### config.mk
export PLATFORM = sky130hd
export DESIGN_NAME = vt_regs
export DESIGN_NICKNAME = d
export VERILOG_FILES = /design/src/rtl/vt_pkg.sv /design/src/rtl/vt_regs.sv
export SDC_FILE = /design/constraint.sdc
export NUM_CORES = 1
export LEC_CHECK = 0
export ABC_CLOCK_PERIOD_IN_PS = 2700
export BUFFER_PORTS_ARGS = -buffer_cell sky130_fd_sc_hd__buf_2
export CAP_MARGIN = 20
export CORE_AREA = 2 2 251 253
export CTS_CLUSTER_DIAMETER = 150
export DETAILED_ROUTE_END_ITERATION = 16
export DIE_AREA = 0 0 253 255
export GPL_ROUTABILITY_DRIVEN = 0
export HOLD_SLACK_MARGIN = 0.1
export PLACE_DENSITY = 0.64
export SLEW_MARGIN = 40
export SYNTH_ARGS = -nofsm -noshare
export SYNTH_HDL_FRONTEND = slang
export SYNTH_SLANG_ARGS = --single-unit
### constraint.sdc
create_clock -name clk_i -period 2.7 [get_ports clk_i]
set_input_delay 0.27 -clock clk_i [delete_from_list [all_inputs] [get_ports clk_i]]
set_output_delay 0.27 -clock clk_i [all_outputs]
set_load 0.01 [all_outputs]
### src/rtl/vt_pkg.sv
// ---------------------------------------------------------------------------
// Vertex transform package
// Widths, operation codes, register reset values and pipeline types.
// ---------------------------------------------------------------------------
package vt_pkg;

  localparam int unsigned FRAC_BITS = 16;
  localparam int unsigned DW        = 32;
  localparam int unsigned PW        = 2 * DW;
  localparam int unsigned SW        = PW + 2;
  localparam int unsigned NUM_W     = DW + FRAC_BITS;
  localparam int unsigned NREGS     = 8;
  localparam int unsigned RW        = 64;
  localparam int unsigned AW        = 6;
  localparam int unsigned IDX_W     = 3;

  typedef enum logic [1:0] {
    OP_POINT  = 2'd0,
    OP_DIVIDE = 2'd1,
    OP_DIR    = 2'd2,
    OP_VEC4   = 2'd3
  } vt_op_e;

  typedef logic signed [DW-1:0] fx_t;

  localparam fx_t ONE_FX = DW'(64'd1 << FRAC_BITS);
  localparam logic [RW-1:0] ONE_LO = RW'(64'd1 << FRAC_BITS);
  localparam logic [RW-1:0] ONE_HI = RW'(64'd1 << (FRAC_BITS + DW));

  localparam logic [RW-1:0] REG_RESET [NREGS] = '{
    ONE_LO, '0, ONE_HI, '0, '0, ONE_LO, '0, ONE_HI
  };

  typedef struct packed {
    logic [NUM_W-1:0] nq;
    logic [DW-1:0]    rem;
  } vt_lane_t;

  typedef struct packed {
    vt_lane_t [2:0] lane;
    logic [2:0]     neg;
    logic [DW-1:0]  den;
    fx_t [3:0]      res;
    vt_op_e         op;
    logic           zero;
  } vt_div_t;

endpackage

### src/rtl/vt_regs.sv
// ---------------------------------------------------------------------------
// Vertex transform matrix registers
// APB register file holding the eight 64-bit matrix registers.
// ---------------------------------------------------------------------------
module vt_regs (
  input  logic                                  clk_i,
  input  logic                                  rst_ni,
  input  logic                                  psel,
  input  logic                                  penable,
  input  logic                                  pwrite,
  input  logic [vt_pkg::AW-1:0]                 paddr,
  input  logic [vt_pkg::RW-1:0]                 pwdata,
  output logic [vt_pkg::RW-1:0]                 prdata,
  output logic                                  pready,
  output logic [vt_pkg::NREGS-1:0][vt_pkg::RW-1:0] mat_o
);
  import vt_pkg::*;

  logic [RW-1:0]    regs_q [NREGS];
  logic [RW-1:0]    regs_d [NREGS];
  logic [IDX_W-1:0] idx;
  logic             wr;

  assign idx    = paddr[AW-1:3];
  assign wr     = psel && penable && pwrite;
  assign pready = 1'b1;
  assign prdata = regs_q[idx];

  always_comb begin
    for (int i = 0; i < NREGS; i++) begin
      regs_d[i] = regs_q[i];
      mat_o[i]  = regs_q[i];
    end
    if (wr) begin
      regs_d[idx] = pwdata;
    end
  end

  always_ff @(posedge clk_i or negedge rst_ni) begin
    if (!rst_ni) begin
      for (int i = 0; i < NREGS; i++) regs_q[i] <= REG_RESET[i];
    end else begin
      for (int i = 0; i < NREGS; i++) regs_q[i] <= regs_d[i];
    end
  end

endmodule

Word-level counts from Yosys, hierarchy flattened
Index checks and enable logic that the tools add are counted.
- add/subtract/negate cells: 0
- multiply operators: 0
- div/mod/pow operators: 0
- magnitude comparators: 2
- eq/ne operators: 0
- shift operators: 0
- multiplexer cells: 6
- bitwise logic cells: 1
- reductions and logical operators: 3
- operator list (cell ; number):
    512-bit bitwise mux ; 1
    64-bit binary-select mux with 3-bit select ; 1
    64-bit demux with 3-bit select ; 1
    64-bit two-way mux ; 3
    4-bit greater-or-equal comparator (second input constant) ; 1
    4-bit by 1-bit < comparator with 1-bit output (second input constant) ; 1
    3-bit NOT with 4-bit output ; 1
    1-bit logical AND ; 3
- register bits after elaboration: 512
- bits in latches: 0
- memory bits (writable): 0
- bits in read-only memories: 0
- input bits: 75
- output and inout port bits: 577
- word-level logic and storage cells: 20
- memories: 0

Longest topological paths before layout
Gate-level depths: netlist (run 1).
- depth in word-level cells: 6
- mapped depth: 6
- mapped depth without buffers: 3

Worst setup path after synthesis (run 1)
No wires, ideal clock.
- kind: input to output
- from: in paddr[3] (netlist bit)
- to: out prdata[0] (netlist bit)
- data arrival time: 1.693 ns
- data required time: 2.430 ns
- path slack: 0.737 ns
- cell stages on the path: 5
- path buffers: 3
- path through: buf_2 buf_2 buf_2 mux4_2 mux2_2
- longest elaborated chain between the ends: 4
- RTL lines (item ; line ; text):
    start: declaration ; vt_regs.sv:11 ; input logic [vt_pkg::AW-1:0] paddr,
    3-bit NOT with 4-bit output (implied by the code) ; vt_regs.sv:27 ; assign prdata = regs_q[idx];
    64-bit binary-select mux with 3-bit select ; vt_regs.sv:27 ;
    64-bit two-way mux (implied by the code) (2 in series) ; vt_regs.sv:27 ;
    end: declaration ; vt_regs.sv:13 ; output logic [vt_pkg::RW-1:0] prdata,
Every way passes these cells. The select of a mux whose other input is x is not followed.

Final worst setup path (run 1)
- from: in paddr[3] (netlist bit)
- to: out prdata[37] (netlist bit)
The elaborated chain is that of the path after synthesis.

==> results of run 1 <==
metal layers:
layer  up-vias  track usage  routed length, µm
met2       582        0.379              37200
met5         -            0                  0
met3       159       0.0513               4820
li1       6500            -                  -
met4         0       0.0817               2620
met1      8263        0.269              28800
kinds of logic after synthesis:
family,share of synthesized area
mux,0.410
compound gates,0.00138
flops,0.564
other cells,0.000165
buf+inv,0.0183
simple gates,0.00627
power groups by stage:
stage	clock network, mW	logic [mW]	registers, mW
2_1_floorplan	0	2.54	11.0
3_3_place_gp	0	6.06	10.5
3_5_place_dp	0	6.17	10.6
4_1_cts	8.00	6.26	10.5
5_1_grt	8.33	6.60	10.7
6_report	7.80	6.19	10.5
cell type report:
cell class	count	share of cell area
Antenna cell	2	0.000167
Clock buffer	74	0.0521
Clock inverter	25	0.0107
Inverter	1	0.000125
Multi-Input combinational cell	724	0.318
Sequential cell	512	0.428
Tap cell	799	0.0334
Timing Repair Buffer	772	0.157
final timing paths:
path	endpoint	slack (ns)	depth (start not counted)
max in group asynchronous	mat_o[391]	1.49	3
hold reg to reg	mat_o[278]	0.51	1
setup / recovery	prdata[37]	0.28	5
hold / removal	mat_o[294]	0.22	2
min in group clk_i	mat_o[128]	0.48	5
setup reg to reg	mat_o[77]	1.86	1
per-stage QoR:
stage / hold slack (ns) / worst slack [ns] / cells / cell area [µm²] / power, mW
3_5_place_dp: 0.309 / 0.223 / 2743 / 27400 / 16.8
3_3_place_gp: 0.301 / 0.274 / 2743 / 27400 / 16.6
5_1_grt: 0.266 / 0.154 / 2907 / 30000 / 25.6
4_1_cts: 0.261 / 0.219 / 2907 / 30000 / 24.7
6_report: 0.224 / 0.281 / 2909 / 30000 / 24.5
2_1_floorplan: -0.0256 / 0.737 / 1324 / 22700 / 13.5
layout by cell type, fill, tap and decap left out, types with 2 or more instances in the layout:
cell and count:
bufinv_16 7, dfstp_2 4, buf_4 33, nand2b_1 2, dfrtp_1 508, clkbuf_8 7
buf_2 643, clkbuf_16 57, dlygate4sd3_1 65, mux4_2 126, clkinvlp_4 4, buf_12 28
nor2_4 6, mux2_1 28, clkinv_2 11, diode_2 2, clkbuf_1 10, nor3_4 2
mux2i_1 2, buf_8 2, clkinv_4 2, mux2_2 547
repair_timing:
action	4_1_cts	5_1_grt
hold buffers	65	0
endpoints found under the hold margin	560	0
buffers inserted	0	0
endpoints found under the setup margin	0	0
resized for setup	0	0
worst max-delay path: stages:
cell and delay [ns]:
buf_8 0.55, buf_4 0.31, mux4_2 0.53, mux2_2 0.28, buf_2 0.14
==> impl_metrics.json, run 1 <==
{
  "status": "finished, final reports clean",
  "layout-drive-gt1-share": 0.704,
  "clkSinkCount": 512,
  "critPathKind": "in2out",
  "yosys-top-cells-count": "mux2_2, dfrtp_1, mux4_2",
  "syn_inst": 1324,
  "netlist_area_um2": 22700,
  "yosysTopAreaCell": "dfrtp_1",
  "fillers": 5413,
  "htree_levels": 2,
  "grt_pass1_vias": 16400,
  "wl_per_cell_um": 25.2,
  "yosysMostFrequentCell": "mux2_2",
  "die_h_um": 255,
  "tightest_slew_ns": 0.795,
  "vias": 15500,
  "rsz0062_at_grt": "false",
  "ys_seq_area_frac": 0.564,
  "viasPerCell": 5.33,
  "yosys_warnings": 0,
  "grt_pass1_wl_um": 107000,
  "start_util": 0.366,
  "ios": 652,
  "synth_top_area_frac": 0.559,
  "hold_violations": 0,
  "synth_edf_count": 0,
  "drc": 0,
  "swShare": 0.300,
  "synth_area_leaders": "dfrtp_1, mux2_2, mux4_2, buf_2, mux2_1",
  "worstPathRequired_ns": 2.43,
  "wl_um": 73400,
  "crit_start": "paddr[3]",
  "portBuffers": 647,
  "core_area_um2": 62200,
  "multi_input_area_um2": 9540,
  "cts_buffer_depth": 3,
  "synth-seq-cells": 512,
  "finClkSkew_ns": 0,
  "crit_arrival_ns": 2.15,
  "num_rows": 92,
  "grt.total_usage": 0.220,
  "ir_drop_v": 0.000528,
  "hpwl_um": 50800,
  "start_kind": "input port",
  "fin_setup_tns_ns": 0,
  "combPwrFrac": 0.253,
  "area.growth.synth_to_final_pct": 31.8,
  "synth_cell_types": 25,
  "maxSlewHeadroom": 0.470,
  "antenna_found_initial": 2,
  "regArea_um2": 12800,
  "syn_avg_cell_area_um2": 17.2,
  "drtIter0Drc": 820,
  "root_buffer": "clkbuf_16",
  "first_pass_iters": 7,
  "syn-num-nets": 1399,
  "path_clk_slew_ns": 0.06,
  "dieWidth_um": 253,
  "period_minus_slack_ns": 2.42,
  "p_leak_nw": 14.6,
  "cts_tree": "built",
  "synth_top_flop_cell": "dfrtp_1",
  "crit_fanout": 54,
  "final_max_slew_viol_count": 0,
  "numCtsBuffers": 54,
  "largest_reg_flops": 512,
  "grt_max_degree": 77,
  "clock.fmax_mhz": 413,
  "dieArea_um2": 64500,
  "internal-power_mw": 17.1,
  "async_flop_share": 1.00,
  "max_cap_viol_count": 0,
  "fin_nets": 2140,
  "fin_crit_sh": 0.896,
  "hold_path_class": "in2async",
  "final_core_util": 0.482,
  "critPathCaptureType": "output pin",
  "power_density_nw_per_um2": 817,
  "gr-total-overflow": 0,
  "pwr-share-seq": 0.428,
  "insertion_delay_ns": 0.59,
  "postRouteAntennaNets": 0,
  "finalSetupViolCount": 0,
  "worstReg2RegStart": "mat_o[77]",
  "p_sw_mw": 7.33,
  "clockPowerShare": 0.319
}
No activity file was read; power rests on OpenSTA's default activity.
==> run 2: changes to the inputs <==
--- a/config.mk
+++ b/config.mk
@@ -5,7 +5,7 @@
 export SDC_FILE = /design/constraint.sdc
 export NUM_CORES = 1
 export LEC_CHECK = 0
-export ABC_CLOCK_PERIOD_IN_PS = 2700
+export ABC_CLOCK_PERIOD_IN_PS = 3100
 export BUFFER_PORTS_ARGS = -buffer_cell sky130_fd_sc_hd__buf_2
 export CAP_MARGIN = 20
 export CORE_AREA = 2 2 251 253
==> constraint.sdc (replaced) <==
create_clock -name clk_i -period 3.1 [get_ports clk_i]
set_input_delay 0.31 -clock clk_i [delete_from_list [all_inputs] [get_ports clk_i]]
set_output_delay 0.31 -clock clk_i [all_outputs]
set_load 0.01 [all_outputs]
==> impl_metrics.json, run 2 (same netlist as run 1, synthesis figures left out) <==
{
  "status": "finished, final reports clean",
  "power.total_mw": 21.2,
  "final_max_slew_viol_count": 0,
  "cts_resized": 0,
  "finClkSkew_ns": 0,
  "dieWidth_um": 253,
  "ios": 652,
  "path_clk_slew_ns": 0.06,
  "num_rows": 92,
  "power_density_nw_per_um2": 711,
  "regArea_um2": 12800,
  "start_util": 0.366,
  "largest_reg_flops": 512,
  "hold_slack_ns": 0.311,
  "portBuffers": 647,
  "vias": 15400,
  "combPwrFrac": 0.254,
  "reg2reg_slack_ns": 2.26,
  "clock.fmax_mhz": 410,
  "area.growth.synth_to_final_pct": 31.0,
  "hpwl_um": 50100,
  "place_area_um2": 27300,
  "swShare": 0.302,
  "fin_crit_sh": 0.787,
  "internal-power_mw": 14.8,
  "drtIter0Drc": 763,
  "insertion_delay_ns": 0.59,
  "dieArea_um2": 64500,
  "fin_setup_tns_ns": 0,
  "max_cap_viol_count": 0,
  "cts_buffer_depth": 3,
  "start_kind": "input port",
  "final_area_um2": 29800,
  "layout-drive-gt1-share": 0.701,
  "p_sw_mw": 6.40,
  "cts_tree": "built",
  "grt.total_usage": 0.220,
  "pwr-share-seq": 0.429,
  "drc": 0,
  "rsz0062_at_grt": "false",
  "maxSlewHeadroom": 0.542,
  "wl_um": 73100,
  "final_cell_mix": "buf_2, mux2_2, dfrtp_1",
  "grt_pass1_vias": 16300,
  "final_core_util": 0.479,
  "root_buffer": "clkbuf_16",
  "multi_input_area_um2": 9540,
  "critPathKind": "in2out",
  "crit_fanout": 51,
  "viasPerCell": 5.33,
  "die_h_um": 255,
  "ir_drop_v": 0.000489,
  "clkSinkCount": 512,
  "wl_per_cell_um": 25.2,
  "clockPowerShare": 0.316,
  "htree_levels": 2,
  "first_pass_iters": 4,
  "fin_nets": 2129,
  "numCtsBuffers": 55,
  "gr-total-overflow": 0,
  "worstReg2RegStart": "mat_o[413]",
  "worstPathRequired_ns": 2.79,
  "hold_path_class": "in2async",
  "final_common_cell": "buf_2",
  "crit_arrival_ns": 2.13,
  "rr_endpoint": "mat_o[413]",
  "hold_violations": 0,
  "grt_pass1_wl_um": 107000,
  "grt_max_degree": 95,
  "critPathCaptureType": "output pin",
  "postRouteAntennaNets": 0,
  "period_minus_slack_ns": 2.44,
  "p_leak_nw": 14.5,
  "tightest_slew_ns": 0.687,
  "finalSetupViolCount": 0,
  "antenna_found_initial": 1,
  "ff2ff_path_depth": 1,
  "core_area_um2": 62200,
  "fillers": 5409
}
-- run 2: area by class of cell --
cell class	instances	share of cell area
clock inverters	26	0.0102
repair buffers	760	0.154
multi-input cells	724	0.320
flip-flops and latches	512	0.430
diodes	2	0.000168
well taps	799	0.0336
clock buffers	73	0.0512
inverters	1	0.000126
-- run 2: routing by layer --
layer,GRT usage,part of all wire,wire [µm]
met3,0.0520,0.069,5040
met1,0.275,0.39,28700
met5,0,0,0
met2,0.376,0.51,37000
met4,0.0776,0.031,2300
-- run 2: repair_timing --
action / CTS / global route
endpoints found under the setup margin: 0 / 0
buffers inserted: 0 / 0
endpoints found under the hold margin: 585 / 0
hold buffers: 65 / 0
-- run 2: worst max-delay path, cell delays in order --
cell    delay (ns)
buf_6         0.50
buf_4         0.46
mux4_2        0.38
mux2_2        0.28
buf_2         0.15
-- run 2: power by group through the flow --
| stage | sequential, mW | combinational (mW) | clock [mW] |
|---|---|---|---|
| 4_1_cts | 9.09 | 5.45 | 6.85 |
| 3_3_place_gp | 9.11 | 5.29 | 0 |
| 5_1_grt | 9.26 | 5.75 | 7.13 |
| 2_1_floorplan | 9.54 | 2.21 | 0 |
| 3_5_place_dp | 9.20 | 5.36 | 0 |
| 6_report | 9.09 | 5.39 | 6.69 |
-- run 2: per-stage QoR --
| stage | instances | setup slack [ns] |
|---|---|---|
| global route | 2895 | 0.594 |
| detailed placement | 2731 | 0.650 |
| CTS | 2895 | 0.654 |
| global placement | 2731 | 0.671 |
| floorplan | 1324 | 1.06 |
| finish | 2897 | 0.660 |
-- run 2: how the worst max path moves through the flow --
stage | startpoint | endpoint | slack [ns] | depth (start not counted)
after global placement | paddr[4] | prdata[4] | 0.67 | 5
after floorplan | paddr[3] | prdata[0] | 1.06 | 5
after CTS | paddr[4] | prdata[58] | 0.65 | 5
final | paddr[4] | prdata[4] | 0.66 | 5
after global routing | paddr[4] | prdata[4] | 0.59 | 5
after detailed placement | paddr[3] | mat_o[116] | 0.65 | 5
